$ cat config.mk
export PLATFORM = sky130hd
export DESIGN_NAME = door_swing_settle_detector_flat
export DESIGN_NICKNAME = d
export VERILOG_FILES = /design/src/design/dss_pkg.sv /design/src/design/dss_sample_if.sv /design/src/design/dss_state_if.sv /design/src/design/door_swing_settle_detector.sv /design/src/flat_wrapper.sv
export SDC_FILE = /design/constraint.sdc
export NUM_CORES = 1
export LEC_CHECK = 0
export ABC_AREA = 1
export BUFFER_PORTS_ARGS = -buffer_cell sky130_fd_sc_hd__buf_2
export CAP_MARGIN = 5
export CORE_UTILIZATION = 50
export DETAILED_ROUTE_END_ITERATION = 8
export PLACE_DENSITY = 0.78
export RECOVER_POWER = 50
export SLEW_MARGIN = 20
export SYNTH_ARGS = -nofsm -noshare
export SYNTH_HDL_FRONTEND = slang
export SYNTH_SLANG_ARGS = --single-unit
$ cat constraint.sdc
create_clock -name clk -period 8.85 [get_ports clk]
set_input_delay 1.3275 -clock clk [delete_from_list [all_inputs] [get_ports clk]]
set_output_delay 1.3275 -clock clk [all_outputs]
set_load 0.005 [all_outputs]
$ cat src/design/dss_pkg.sv
// shared types and constants for the door swing settle detector
// no dependencies; used by the interfaces and the top level

package dss_pkg;

    localparam int PITCH_BITS = 16;
    localparam int RATE_BITS  = 16;
    localparam int LIMIT_BITS = 15;
    localparam int AMP_BITS   = 15;
    localparam int CFG_INDEX_BITS = 2;

    localparam logic [CFG_INDEX_BITS-1:0] CFG_OPEN_PITCH_LIMIT        = 2'd0;
    localparam logic [CFG_INDEX_BITS-1:0] CFG_CLOSED_PITCH_LIMIT      = 2'd1;
    localparam logic [CFG_INDEX_BITS-1:0] CFG_EXTREMUM_RATE_THRESHOLD = 2'd2;

    localparam logic [LIMIT_BITS-1:0] OPEN_PITCH_LIMIT_RESET        = 15'd1280;
    localparam logic [LIMIT_BITS-1:0] CLOSED_PITCH_LIMIT_RESET      = 15'd154;
    localparam logic [LIMIT_BITS-1:0] EXTREMUM_RATE_THRESHOLD_RESET = 15'd128;

    localparam logic [AMP_BITS-1:0] AMP_MAX = '1;

    typedef enum logic [1:0] {
        ST_NO_SAMPLE = 2'd0,
        ST_DETECTING = 2'd1,
        ST_OPEN      = 2'd2,
        ST_CLOSED    = 2'd3
    } door_state_t;

    typedef enum logic [1:0] {
        KIND_NONE   = 2'd0,
        KIND_PEAK   = 2'd1,
        KIND_TROUGH = 2'd2
    } kind_t;

    typedef struct packed {
        logic                         sample_ready;
        logic signed [PITCH_BITS-1:0] pitch_angle;
        logic signed [RATE_BITS-1:0]  rate_x;
        logic                         gyro_moving;
        logic                         accel_moving;
    } sample_t;

endpackage

$ cat src/design/dss_sample_if.sv
// valid/ready channel carrying one fused imu sample
// depends on dss_pkg for field widths

interface dss_sample_if;
    logic                                  valid;
    logic                                  ready;
    logic                                  sample_ready;
    logic signed [dss_pkg::PITCH_BITS-1:0] pitch_angle;
    logic signed [dss_pkg::RATE_BITS-1:0]  rate_x;
    logic                                  gyro_moving;
    logic                                  accel_moving;

    modport source (
        output valid, sample_ready, pitch_angle, rate_x, gyro_moving, accel_moving,
        input  ready
    );
    modport sink (
        input  valid, sample_ready, pitch_angle, rate_x, gyro_moving, accel_moving,
        output ready
    );
endinterface

$ cat src/design/dss_state_if.sv
// valid/ready channel carrying one door state result
// depends on dss_pkg for the result type

interface dss_state_if;
    logic                 valid;
    logic                 ready;
    dss_pkg::door_state_t door_state;

    modport source (output valid, door_state, input ready);
    modport sink   (input valid, door_state, output ready);
endinterface

$ cat src/design/door_swing_settle_detector.sv
// door swing settle detector top level: input register, update logic, result register
// depends on dss_pkg, dss_sample_if and dss_state_if

// Takes one fused imu sample per transaction and returns one door state per sample,
// sustaining one sample per clock cycle while result_out.ready stays high. Each
// sample passes an input register and a result register, which stall while a result
// is not taken; the swing tracking state is updated in the same cycle the result
// register is loaded, so the following sample uses it right away. Samples without
// sample_ready return the no-sample state and leave all state untouched. The user
// must write limits through the cfg port only while the block is idle; the block
// does not enforce it. COUNT_BITS sizes the saturating alternation and decay counters.
module door_swing_settle_detector #(
    parameter int COUNT_BITS = 16
) (
    input  logic                                      clk,
    input  logic                                      rst_n,
    input  logic                                      cfg_we,
    input  logic [dss_pkg::CFG_INDEX_BITS-1:0]        cfg_index,
    input  logic [dss_pkg::LIMIT_BITS-1:0]            cfg_data,
    dss_sample_if.sink                                sample_in,
    dss_state_if.source                               result_out
);

    // configuration
    logic [dss_pkg::LIMIT_BITS-1:0] open_pitch_limit_reg;
    logic [dss_pkg::LIMIT_BITS-1:0] closed_pitch_limit_reg;
    logic [dss_pkg::LIMIT_BITS-1:0] extremum_rate_threshold_reg;

    // pipeline
    logic                 in_valid_reg;
    dss_pkg::sample_t     in_sample_reg;
    logic                 out_valid_reg;
    dss_pkg::door_state_t out_state_reg;
    dss_pkg::door_state_t out_state_next;
    logic                 out_free;
    logic                 s1_advance;
    logic                 in_take;

    // tracking state
    logic signed [dss_pkg::RATE_BITS-1:0] last_rate_reg, last_rate_next;
    logic                          rising_now_reg, rising_now_next;
    logic                          rising_before_reg, rising_before_next;
    logic                          tracking_started_reg, tracking_started_next;
    dss_pkg::kind_t                last_kind_reg, last_kind_next;
    dss_pkg::kind_t                older_kind_reg, older_kind_next;
    logic [dss_pkg::AMP_BITS-1:0]  last_amp_reg, last_amp_next;
    logic [dss_pkg::AMP_BITS-1:0]  older_amp_reg, older_amp_next;
    logic [COUNT_BITS-1:0]         alt_count_reg, alt_count_next;
    logic [COUNT_BITS-1:0]         decay_count_reg, decay_count_next;
    dss_pkg::door_state_t          held_state_reg, held_state_next;

    assign out_free        = !out_valid_reg || result_out.ready;
    assign s1_advance      = in_valid_reg && out_free;
    assign sample_in.ready = !in_valid_reg || out_free;
    assign in_take         = sample_in.valid && sample_in.ready;

    assign result_out.valid      = out_valid_reg;
    assign result_out.door_state = out_state_reg;

    function automatic logic [COUNT_BITS-1:0] sat_inc(input logic [COUNT_BITS-1:0] c);
        sat_inc = (c == {COUNT_BITS{1'b1}}) ? c : c + 1'b1;
    endfunction

    always_comb
    begin
        logic signed [dss_pkg::PITCH_BITS:0] pitch_wide;
        logic [dss_pkg::PITCH_BITS:0]        pitch_mag;
        logic signed [dss_pkg::RATE_BITS:0]  last_wide;
        logic signed [dss_pkg::RATE_BITS:0]  thr_wide;
        logic signed [dss_pkg::RATE_BITS:0]  neg_last;
        logic                                take;
        dss_pkg::kind_t                      take_kind;
        logic [dss_pkg::AMP_BITS-1:0]        take_amp;

        last_rate_next        = last_rate_reg;
        rising_now_next       = rising_now_reg;
        rising_before_next    = rising_before_reg;
        tracking_started_next = tracking_started_reg;
        last_kind_next        = last_kind_reg;
        older_kind_next       = older_kind_reg;
        last_amp_next         = last_amp_reg;
        older_amp_next        = older_amp_reg;
        alt_count_next        = alt_count_reg;
        decay_count_next      = decay_count_reg;
        held_state_next       = held_state_reg;
        out_state_next        = dss_pkg::ST_NO_SAMPLE;

        pitch_wide = {in_sample_reg.pitch_angle[dss_pkg::PITCH_BITS-1],
                      in_sample_reg.pitch_angle};
        pitch_mag  = pitch_wide[dss_pkg::PITCH_BITS] ? (-pitch_wide) : pitch_wide;
        last_wide  = {last_rate_reg[dss_pkg::RATE_BITS-1], last_rate_reg};
        thr_wide   = $signed({2'b00, extremum_rate_threshold_reg});
        neg_last   = -last_wide;
        take       = 1'b0;
        take_kind  = dss_pkg::KIND_NONE;
        take_amp   = '0;

        if (s1_advance && in_sample_reg.sample_ready)
        begin
            last_rate_next = in_sample_reg.rate_x;
            if (pitch_mag >= {2'b00, open_pitch_limit_reg})
            begin
                tracking_started_next = 1'b0;
                last_kind_next        = dss_pkg::KIND_NONE;
                older_kind_next       = dss_pkg::KIND_NONE;
                last_amp_next         = '0;
                older_amp_next        = '0;
                alt_count_next        = '0;
                decay_count_next      = '0;
                out_state_next        = dss_pkg::ST_OPEN;
            end
            else
            begin
                // equal rates keep the previous direction
                if (last_rate_reg < in_sample_reg.rate_x)
                    rising_now_next = 1'b1;
                else if (last_rate_reg > in_sample_reg.rate_x)
                    rising_now_next = 1'b0;

                if (tracking_started_reg)
                begin
                    if (!rising_now_next && rising_before_reg && (last_wide > thr_wide))
                    begin
                        take      = 1'b1;
                        take_kind = dss_pkg::KIND_PEAK;
                        take_amp  = last_wide[dss_pkg::AMP_BITS-1:0];
                    end
                    else if (rising_now_next && !rising_before_reg
                             && (last_wide <= -thr_wide))
                    begin
                        take      = 1'b1;
                        take_kind = dss_pkg::KIND_TROUGH;
                        // full-scale negative rate saturates
                        take_amp  = neg_last[dss_pkg::AMP_BITS] ? dss_pkg::AMP_MAX
                                    : neg_last[dss_pkg::AMP_BITS-1:0];
                    end

                    if (take)
                    begin
                        if (last_kind_reg == take_kind)
                        begin
                            if (take_amp > last_amp_reg)
                                last_amp_next = take_amp;
                        end
                        else if (last_kind_reg != dss_pkg::KIND_NONE)
                        begin
                            if (older_kind_reg != dss_pkg::KIND_NONE
                                && last_amp_reg <= older_amp_reg)
                                decay_count_next = sat_inc(decay_count_reg);
                            alt_count_next  = sat_inc(alt_count_reg);
                            older_kind_next = last_kind_reg;
                            older_amp_next  = last_amp_reg;
                            last_kind_next  = take_kind;
                            last_amp_next   = take_amp;
                        end
                        else
                        begin
                            last_kind_next = take_kind;
                            last_amp_next  = take_amp;
                        end
                    end

                    // decide only once both sensors are still
                    if (!in_sample_reg.gyro_moving && !in_sample_reg.accel_moving)
                    begin
                        if (decay_count_next >= (alt_count_next >> 1)
                            && pitch_mag < {2'b00, closed_pitch_limit_reg})
                            held_state_next = dss_pkg::ST_CLOSED;
                        else
                            held_state_next = dss_pkg::ST_OPEN;
                    end
                end
                else
                begin
                    tracking_started_next = 1'b1;
                    held_state_next       = dss_pkg::ST_DETECTING;
                end
                rising_before_next = rising_now_next;
                out_state_next     = held_state_next;
            end
        end
    end

    always_ff @(posedge clk or negedge rst_n)
    begin
        if (!rst_n)
        begin
            open_pitch_limit_reg        <= dss_pkg::OPEN_PITCH_LIMIT_RESET;
            closed_pitch_limit_reg      <= dss_pkg::CLOSED_PITCH_LIMIT_RESET;
            extremum_rate_threshold_reg <= dss_pkg::EXTREMUM_RATE_THRESHOLD_RESET;
        end
        else if (cfg_we)
        begin
            unique case (cfg_index)
                dss_pkg::CFG_OPEN_PITCH_LIMIT:        open_pitch_limit_reg        <= cfg_data;
                dss_pkg::CFG_CLOSED_PITCH_LIMIT:      closed_pitch_limit_reg      <= cfg_data;
                dss_pkg::CFG_EXTREMUM_RATE_THRESHOLD: extremum_rate_threshold_reg <= cfg_data;
                default: ;
            endcase
        end
    end

    always_ff @(posedge clk or negedge rst_n)
    begin
        if (!rst_n)
        begin
            in_valid_reg         <= 1'b0;
            out_valid_reg        <= 1'b0;
            last_rate_reg        <= '0;
            rising_now_reg       <= 1'b0;
            rising_before_reg    <= 1'b0;
            tracking_started_reg <= 1'b0;
            last_kind_reg        <= dss_pkg::KIND_NONE;
            older_kind_reg       <= dss_pkg::KIND_NONE;
            last_amp_reg         <= '0;
            older_amp_reg        <= '0;
            alt_count_reg        <= '0;
            decay_count_reg      <= '0;
            held_state_reg       <= dss_pkg::ST_DETECTING;
        end
        else
        begin
            if (in_take)
                in_valid_reg <= 1'b1;
            else if (s1_advance)
                in_valid_reg <= 1'b0;

            if (s1_advance)
                out_valid_reg <= 1'b1;
            else if (result_out.ready)
                out_valid_reg <= 1'b0;

            last_rate_reg        <= last_rate_next;
            rising_now_reg       <= rising_now_next;
            rising_before_reg    <= rising_before_next;
            tracking_started_reg <= tracking_started_next;
            last_kind_reg        <= last_kind_next;
            older_kind_reg       <= older_kind_next;
            last_amp_reg         <= last_amp_next;
            older_amp_reg        <= older_amp_next;
            alt_count_reg        <= alt_count_next;
            decay_count_reg      <= decay_count_next;
            held_state_reg       <= held_state_next;
        end
    end

    // payload registers
    always_ff @(posedge clk)
    begin
        if (in_take)
        begin
            in_sample_reg.sample_ready <= sample_in.sample_ready;
            in_sample_reg.pitch_angle  <= sample_in.pitch_angle;
            in_sample_reg.rate_x       <= sample_in.rate_x;
            in_sample_reg.gyro_moving  <= sample_in.gyro_moving;
            in_sample_reg.accel_moving <= sample_in.accel_moving;
        end
        if (s1_advance)
            out_state_reg <= out_state_next;
    end

`ifndef SYNTHESIS
    a_decay_le_alt: assert property (@(posedge clk) disable iff (!rst_n)
        decay_count_reg <= alt_count_reg)
        else $error("decay count exceeds alternation count");

    a_cleared_tracking: assert property (@(posedge clk) disable iff (!rst_n)
        !tracking_started_reg |-> (alt_count_reg == '0 && decay_count_reg == '0
                                   && last_kind_reg == dss_pkg::KIND_NONE))
        else $error("tracking state not clear while tracking is off");

    a_older_needs_last: assert property (@(posedge clk) disable iff (!rst_n)
        older_kind_reg != dss_pkg::KIND_NONE |-> last_kind_reg != older_kind_reg
                                               && last_kind_reg != dss_pkg::KIND_NONE)
        else $error("older extremum without a differing last extremum");

    a_no_sample_keeps_state: assert property (@(posedge clk) disable iff (!rst_n)
        (s1_advance && !in_sample_reg.sample_ready) |=>
            ($stable(last_rate_reg) && $stable(held_state_reg) && $stable(alt_count_reg)
             && out_state_reg == dss_pkg::ST_NO_SAMPLE))
        else $error("transaction without a sample changed state");
`endif

endmodule
$ cat src/flat_wrapper.sv
// flat-port wrapper written by rule: the top's interface ports become plain ports
module door_swing_settle_detector_flat 
#(
    parameter int COUNT_BITS = 16
)
  (clk, rst_n, cfg_we, cfg_index, cfg_data, sample_in_valid, sample_in_sample_ready, sample_in_pitch_angle, sample_in_rate_x, sample_in_gyro_moving, sample_in_accel_moving, sample_in_ready, result_out_valid, result_out_door_state, result_out_ready);
  dss_sample_if sample_in_i ();
  dss_state_if result_out_i ();
  input  logic clk;
  input  logic rst_n;
  input  logic cfg_we;
  input  logic [dss_pkg::CFG_INDEX_BITS-1:0] cfg_index;
  input  logic [dss_pkg::LIMIT_BITS-1:0] cfg_data;
  input wire logic [$bits(sample_in_i.valid)-1:0] sample_in_valid;
  input wire logic [$bits(sample_in_i.sample_ready)-1:0] sample_in_sample_ready;
  input wire logic [$bits(sample_in_i.pitch_angle)-1:0] sample_in_pitch_angle;
  input wire logic [$bits(sample_in_i.rate_x)-1:0] sample_in_rate_x;
  input wire logic [$bits(sample_in_i.gyro_moving)-1:0] sample_in_gyro_moving;
  input wire logic [$bits(sample_in_i.accel_moving)-1:0] sample_in_accel_moving;
  output wire logic [$bits(sample_in_i.ready)-1:0] sample_in_ready;
  output wire logic [$bits(result_out_i.valid)-1:0] result_out_valid;
  output wire logic [$bits(result_out_i.door_state)-1:0] result_out_door_state;
  input wire logic [$bits(result_out_i.ready)-1:0] result_out_ready;
  assign sample_in_i.valid = sample_in_valid;
  assign sample_in_i.sample_ready = sample_in_sample_ready;
  assign sample_in_i.pitch_angle = sample_in_pitch_angle;
  assign sample_in_i.rate_x = sample_in_rate_x;
  assign sample_in_i.gyro_moving = sample_in_gyro_moving;
  assign sample_in_i.accel_moving = sample_in_accel_moving;
  assign sample_in_ready = sample_in_i.ready;
  assign result_out_valid = result_out_i.valid;
  assign result_out_door_state = result_out_i.door_state;
  assign result_out_i.ready = result_out_ready;
  door_swing_settle_detector #(.COUNT_BITS(COUNT_BITS)) u_core (.clk(clk), .rst_n(rst_n), .cfg_we(cfg_we), .cfg_index(cfg_index), .cfg_data(cfg_data), .sample_in(sample_in_i), .result_out(result_out_i));
endmodule
==> results of run 1 <==
stage by stage:
step / utilization, % / cell area [µm²] / worst slack (ps)
final: 56.0 / 12600 / 2700
after global routing: 56.0 / 12600 / 1770
after CTS: 56.0 / 12600 / 2740
after detailed placement: 53.3 / 12000 / 2770
after global placement: 53.3 / 12000 / 3120
after floorplan: - / 11500 / 3910
cells in the mapped netlist, drive strengths merged:
library cell / instances
a211oi: 4
clkbuf: 20
nand3: 109
a21o: 3
a31oi: 1
edfxtp: 37
buf: 12
dfrtp: 125
o211ai: 3
o21ai: 168
a21oi: 52
and2: 3
ha: 126
nand4: 23
or2: 1
inv: 250
nor4: 11
nand3b: 4
o21a: 3
o21bai: 2
nor3: 25
a41oi: 1
nor2: 76
dfstp: 8
xnor2: 4
o22ai: 12
nand2: 345
xor2: 44
a2111oi: 1
a21boi: 3
power breakdown:
group	leakage, nW	internal [W]	switching (W)
sequential	2.08	0.000959	0.000148
combinational	3.93	0.000481	0.000802
clock	0.282	0.000394	0.000365
total	6.29	0.00183	0.00132
worst register-to-register path, delay by kind of cell, from the launching register on:
kind / cells / cell delay (ps)
simple gates: 15 / 2580
compound gates: 9 / 1680
fa+ha+maj: 3 / 810
buf+inv: 4 / 420
flops: 1 / 410
xor+xnor: 1 / 180
final cells by class:
cell class / instances / area [µm²] / area share (%)
antenna: 1 / 2.50 / 0.0198
clock buffer: 18 / 450 / 3.57
clock inverter: 14 / 153 / 1.21
inverter: 250 / 938 / 7.43
multi-input combinational: 1024 / 5970 / 47.2
sequential: 170 / 4450 / 35.2
tap: 285 / 357 / 2.82
timing repair buffer: 63 / 317 / 2.51
logic make-up after synthesis:
kind of cell    count (synthesis)  share of synthesized area (%)
fa+ha+maj                     126                           13.7
compound gates                253                           11.7
flops                         170                           38.7
xor+xnor                       48                           3.65
buf+inv                       282                           9.48
simple gates                  597                           22.8
metal layers:
| layer | global-route usage [%] | vias up | routed length (µm) |
|---|---|---|---|
| li1 | - | 4957 | - |
| met1 | 29.4 | 4595 | 11500 |
| met2 | 39.2 | 233 | 12600 |
| met3 | 3.92 | 51 | 1180 |
| met4 | 7.76 | 0 | 563 |
| met5 | 0 | - | 0 |
placed cells by master, fill, tap and decap left out, drive strengths merged, types with 2 or more instances in the layout:
master    count
nand2       345
inv         257
o21ai       168
ha          126
dfrtp       125
nand3       109
nor2         76
buf          60
a21oi        52
xor2         44
edfxtp       37
nor3         25
nand4        23
clkbuf       21
o22ai        12
nor4         11
dfstp         8
xnor2         4
nand3b        4
a211oi        4
clkinvlp      4
a21o          3
o21a          3
o211ai        3
and2          3
clkinv        3
a21boi        3
o21bai        2
worst min-delay path by stage:
| stage | slack [ps] | startpoint | endpoint | depth (start not counted) |
|---|---|---|---|---|
| 4_1_cts | 470 | u_core.held_state_reg[0] | u_core.held_state_reg[0] | 2 |
| 3_5_place_dp | 460 | u_core.held_state_reg[0] | u_core.held_state_reg[0] | 2 |
| 3_3_place_gp | 460 | u_core.held_state_reg[0] | u_core.held_state_reg[0] | 2 |
| 2_1_floorplan | 450 | u_core.held_state_reg[0] | u_core.held_state_reg[0] | 2 |
| 5_1_grt | 490 | u_core.held_state_reg[0] | u_core.held_state_reg[0] | 2 |
| 6_report | 470 | u_core.held_state_reg[0] | u_core.held_state_reg[0] | 2 |
==> impl_metrics.csv, run 1 <==
group,metric,value,unit
status,status,"complete, but fails checks",
status,violations,"max-capacitance violations, max-slew violations",
grt,grt-ovfl-total,0,
clocking,cts.sinks,170,
detailed_routing,firstDrtPassIters,5,
timing,rsz0062_at_grt,"false",
logic_synthesis,ys_ff_latch,170,
logic_synthesis,syn-cell-area,11500,µm²
clocking,cts_setup_buffers,0,
placed_design,port_buffers,60,
worst_setup_path,r2r_slack,2700,ps
grt,grt_pass1_vias,9523,
floorplanning,io-pin-count,61,
power_and_ir_drop,p_leak,6.29,nW
detailed_routing,vias,9836,
grt,grt_pass1_wl,43800,µm
run,cap_violations,2,
logic_synthesis,post_synth_num_cell_types,47,
worst_setup_path,cp_max_fo,30,
cells_and_area,nNetsFinal,1709,
worst_setup_path,path_buf_inv,4,
worst_setup_path,crit_family,"simple AND/OR/NAND/NOR gates",
timing,tightest_slew,3610,ps
logic_synthesis,seq_area_frac_synth,38.7,%
timing,drv_slew,103,
logic_synthesis,yosysTopAreaCellShare,27.2,%
timing,relSlewSlack,-141,%
floorplanning,core_area,22600,µm²
timing,period_share,69.5,%
logic_synthesis,synth_nets,1659,
detailed_routing,drt_wl_total,25800,µm
timing,max_freq,163,MHz
cells_and_area,fin_cells,1825,
worst_setup_path,path_class,"reg2reg",
placed_design,dp_hpwl,19000,µm
detailed_routing,avgRoutedWirePerCell,14.1,µm
cells_and_area,largest_reg_flops,35,
cells_and_area,areaGrowthSynthToFinish,9.79,%
clocking,cts_resized,0,
hold_path,hold_class,"reg2reg",
power_and_ir_drop,irDropWorstVdd,0.164,mV
worst_setup_path,startpoint,"u_core.extremum_rate_threshold_reg[0]",
detailed_routing,ant_nets,0,
timing,holdWs,469,ps
detailed_routing,drc,0,
worst_setup_path,r2r_cells,32,
worst_setup_path,max_stage_delay,510,ps
timing,finalSetupViolCount,0,
clocking,clkLatencyLatePin,440,ps
logic_synthesis,synthCells,1476,
worst_setup_path,crit_arrival,6480,ps
timing,layout_min_cycle_time,6150,ps
worst_setup_path,start_kind,"register",
placed_design,dpl.cell_count,1792,
grt,grt_max_degree,69,
clocking,clockBufferDepth,2,
clocking,ctsHoldBuffers,0,
worst_setup_path,reg2reg_to,"u_core.last_amp_reg[8]",
logic_synthesis,avgSynthCellArea,7.80,µm²
timing,fin_tns_setup,0,ps
clocking,cts-root-buf,"clkbuf_16",
logic_synthesis,yosysWarningCount,0,
clocking,path_clk_slew,70,ps
clocking,numCtsBuffers,17,
timing,hold_violations,0,
clocking,htreeDepth,4,
logic_synthesis,synthTopCellsByArea,"dfrtp_1 (27%), ha_1 (14%), nand2_1 (11%), edfxtp_1 (9.7%), inv_1 (8.1%)",
floorplanning,die_h,154,µm
worst_setup_path,endpoint,"u_core.last_amp_reg[8]",
worst_setup_path,crit_required,9180,ps
floorplanning,start_util,51.0,%
logic_synthesis,yosysTopAreaCell,"dfrtp_1",
floorplanning,die_w,154,µm
worst_setup_path,path_depth,32,
grt,antenna_found_initial,1,
power_and_ir_drop,power_density,249,nW/µm²
detailed_routing,via_per_inst,5.39,
cells_and_area,drive_gt1_share,7.93,%
power_and_ir_drop,total_power,0.00315,W
placed_design,routabilityCongestion,0.926,
floorplanning,core.rowCount,55,
worst_setup_path,cp_common_cell,"nand3_1",
worst_setup_path,r2r-start,"u_core.extremum_rate_threshold_reg[0]",
timing,clock_skew,13.3,ps
grt,grt_usage,22.9,%
floorplanning,die-area,23600,µm²
worst_setup_path,end_kind,"register",
worst_setup_path,slowest_stage,"nand2_1",
detailed_routing,drt_iter0_drc,580,
clocking,cts_tree,"built",
cells_and_area,filler_cell_count,2088,
Note: power is estimated with default switching activity, not from simulation.
==> run 2: changes to the inputs <==
- clock period: 8.85 -> 6.2 ns (I/O delays scaled with it)
==> run 2 against run 1 <==
  * The run still ends with max-capacitance violations, max-slew violations left
  * Count of clock-buffer cells in the layout is the same
  * Die area is the same
  * Clock skew grew 0.62 ps
  * Largest cell class unchanged
==> impl_metrics.csv, run 2 (synthesis gave the netlist of run 1 again) <==
group,metric,value,unit
cells_and_area,diodes,0,
detailed_routing,drt_iter0_drc,703,
worst_setup_path,max_stage_delay,420,ps
floorplanning,core.rowCount,55,
grt,antenna_found_initial,0,
placed_design,placed_cell_area,12000,µm²
cells_and_area,final_common_cell,"nand2_1",
cells_and_area,drive_gt1_share,8.19,%
detailed_routing,drc,0,
timing,relSlewSlack,-223,%
clocking,cts_tree,"built",
detailed_routing,via_per_inst,5.37,
floorplanning,start_util,51.0,%
timing,finalSetupViolCount,0,
worst_setup_path,r2r_slack,730,ps
grt,grt_usage,22.3,%
clocking,cts-root-buf,"clkbuf_16",
timing,fin_tns_setup,0,ps
detailed_routing,avgRoutedWirePerCell,13.9,µm
power_and_ir_drop,p_leak,6.31,nW
floorplanning,die-area,23600,µm²
worst_setup_path,crit_arrival,5780,ps
worst_setup_path,r2r_cells,35,
cells_and_area,post-route-util,56.1,%
clocking,ctsHoldBuffers,0,
placed_design,dpl.cell_count,1792,
cells_and_area,largest_reg_flops,35,
placed_design,port_buffers,60,
detailed_routing,ant_nets,0,
detailed_routing,firstDrtPassIters,5,
timing,period_share,88.2,%
worst_setup_path,path_class,"reg2reg",
hold_path,holdPathStages,2,
timing,max_freq,183,MHz
timing,clock_skew,14.0,ps
run,cap_violations,2,
cells_and_area,areaGrowthSynthToFinish,10.0,%
worst_setup_path,cp_max_fo,30,
placed_design,routabilityCongestion,0.896,
detailed_routing,drt_wl_total,25300,µm
floorplanning,io-pin-count,61,
timing,hold_violations,0,
clocking,clockBufferDepth,2,
worst_setup_path,start_kind,"register",
worst_setup_path,slowest_stage,"dfrtp_1",
status,violations,"max-capacitance violations, max-slew violations",
placed_design,dp_hpwl,18800,µm
clocking,htreeDepth,4,
grt,grt_pass1_wl,42900,µm
grt,grt_max_degree,87,
cells_and_area,design_area,12700,µm²
grt,grt-ovfl-total,0,
floorplanning,die_w,154,µm
cells_and_area,final_cell_mix,"nand2_1 (339), inv_1 (248), o21ai_0 (157), ha_1 (126), dfrtp_1 (125)",
floorplanning,die_h,154,µm
power_and_ir_drop,irDropWorstVdd,0.229,mV
cells_and_area,fin_cells,1824,
hold_path,min_from,"u_core.held_state_reg[0]",
clocking,path_clk_slew,70,ps
clocking,cts.sinks,170,
grt,grt_pass1_vias,9447,
timing,layout_min_cycle_time,5470,ps
worst_setup_path,crit_required,6510,ps
timing,tightest_slew,4850,ps
worst_setup_path,reg2reg_to,"u_core.last_amp_reg[7]",
worst_setup_path,r2r-start,"u_core.extremum_rate_threshold_reg[0]",
timing,drv_slew,123,
floorplanning,core_area,22600,µm²
detailed_routing,vias,9795,
timing,rsz0062_at_grt,"false",
hold_path,min_to,"u_core.held_state_reg[0]",
cells_and_area,filler_cell_count,2022,
power_and_ir_drop,power_density,358,nW/µm²
hold_path,hold_class,"reg2reg",
worst_setup_path,end_kind,"register",
status,status,"complete, but fails checks",
clocking,clkLatencyLatePin,440,ps
clocking,numCtsBuffers,17,
cells_and_area,nNetsFinal,1709,
-- run 2: cell types whose count changed in the layout (fill, tap and decap cells not counted), sizes merged --
cell,before,now
bufinv,0,2
clkinv,3,2
clkinvlp,4,3
diode,1,0
-- run 2: through the flow --
stage	total power (W)	hold WS [ps]	setup WS [ps]
3_5_place_dp	0.00339	463	159
2_1_floorplan	0.00292	447	1260
4_1_cts	0.00452	473	101
5_1_grt	0.00489	509	38.5
3_3_place_gp	0.00331	459	394
6_report	0.00453	471	731
-- run 2: power breakdown --
group | switching, W | total, W | internal (W)
registers | 0.000208 | 0.00158 | 0.00137
clock network | 0.000497 | 0.00111 | 0.000612
logic | 0.00115 | 0.00184 | 0.000693
-- run 2: worst max path at each step --
stage	startpoint	to	cells past startpoint	slack [ps]
6_report	u_core.extremum_rate_threshold_reg[0]	u_core.last_amp_reg[7]	35	730
5_1_grt	u_core.extremum_rate_threshold_reg[0]	u_core.last_amp_reg[7]	34	40
4_1_cts	u_core.extremum_rate_threshold_reg[0]	u_core.last_amp_reg[0]	34	100
3_5_place_dp	u_core.extremum_rate_threshold_reg[0]	u_core.last_amp_reg[5]	34	160
3_3_place_gp	u_core.extremum_rate_threshold_reg[0]	u_core.last_amp_reg[12]	33	390
2_1_floorplan	u_core.extremum_rate_threshold_reg[0]	u_core.result_out.door_state[0]	47	1260
-- run 2: repair_timing --
item,in CTS,in global routing
setup buffers,0,0
setup endpoints to repair,0,17
resized for setup,0,6
hold endpoints to repair,0,0
-- run 2: critical path, delay by kind of cell, from the launching register on --
family / cells / cell delay, ps
adder cells (fa/ha/maj): 3 / 760
AO/OA/AOI/OAI: 6 / 1140
flip-flops: 1 / 420
AND/OR/NAND/NOR: 21 / 2390
buffers and inverters: 4 / 450
XOR/XNOR: 1 / 170
-- run 2: per-layer routing --
| metal | wire, µm | GRT usage [%] | vias to the layer above |
|---|---|---|---|
| met4 | 666 | 9.48 | 0 |
| met5 | 0 | 0 | - |
| met1 | 11500 | 28.5 | 4560 |
| met2 | 12200 | 37.8 | 219 |
| met3 | 1030 | 3.16 | 56 |
| li1 | - | - | 4960 |
-- run 2: cell type report --
cell class | instances | area [µm²] | area share (%)
Clock buffer | 18 | 429 | 3.39
Clock inverter | 14 | 181 | 1.43
Inverter | 250 | 938 | 7.41
Multi-Input combinational cell | 1024 | 5990 | 47.3
Sequential cell | 170 | 4450 | 35.1
Tap cell | 285 | 357 | 2.82
Timing Repair Buffer | 63 | 318 | 2.51
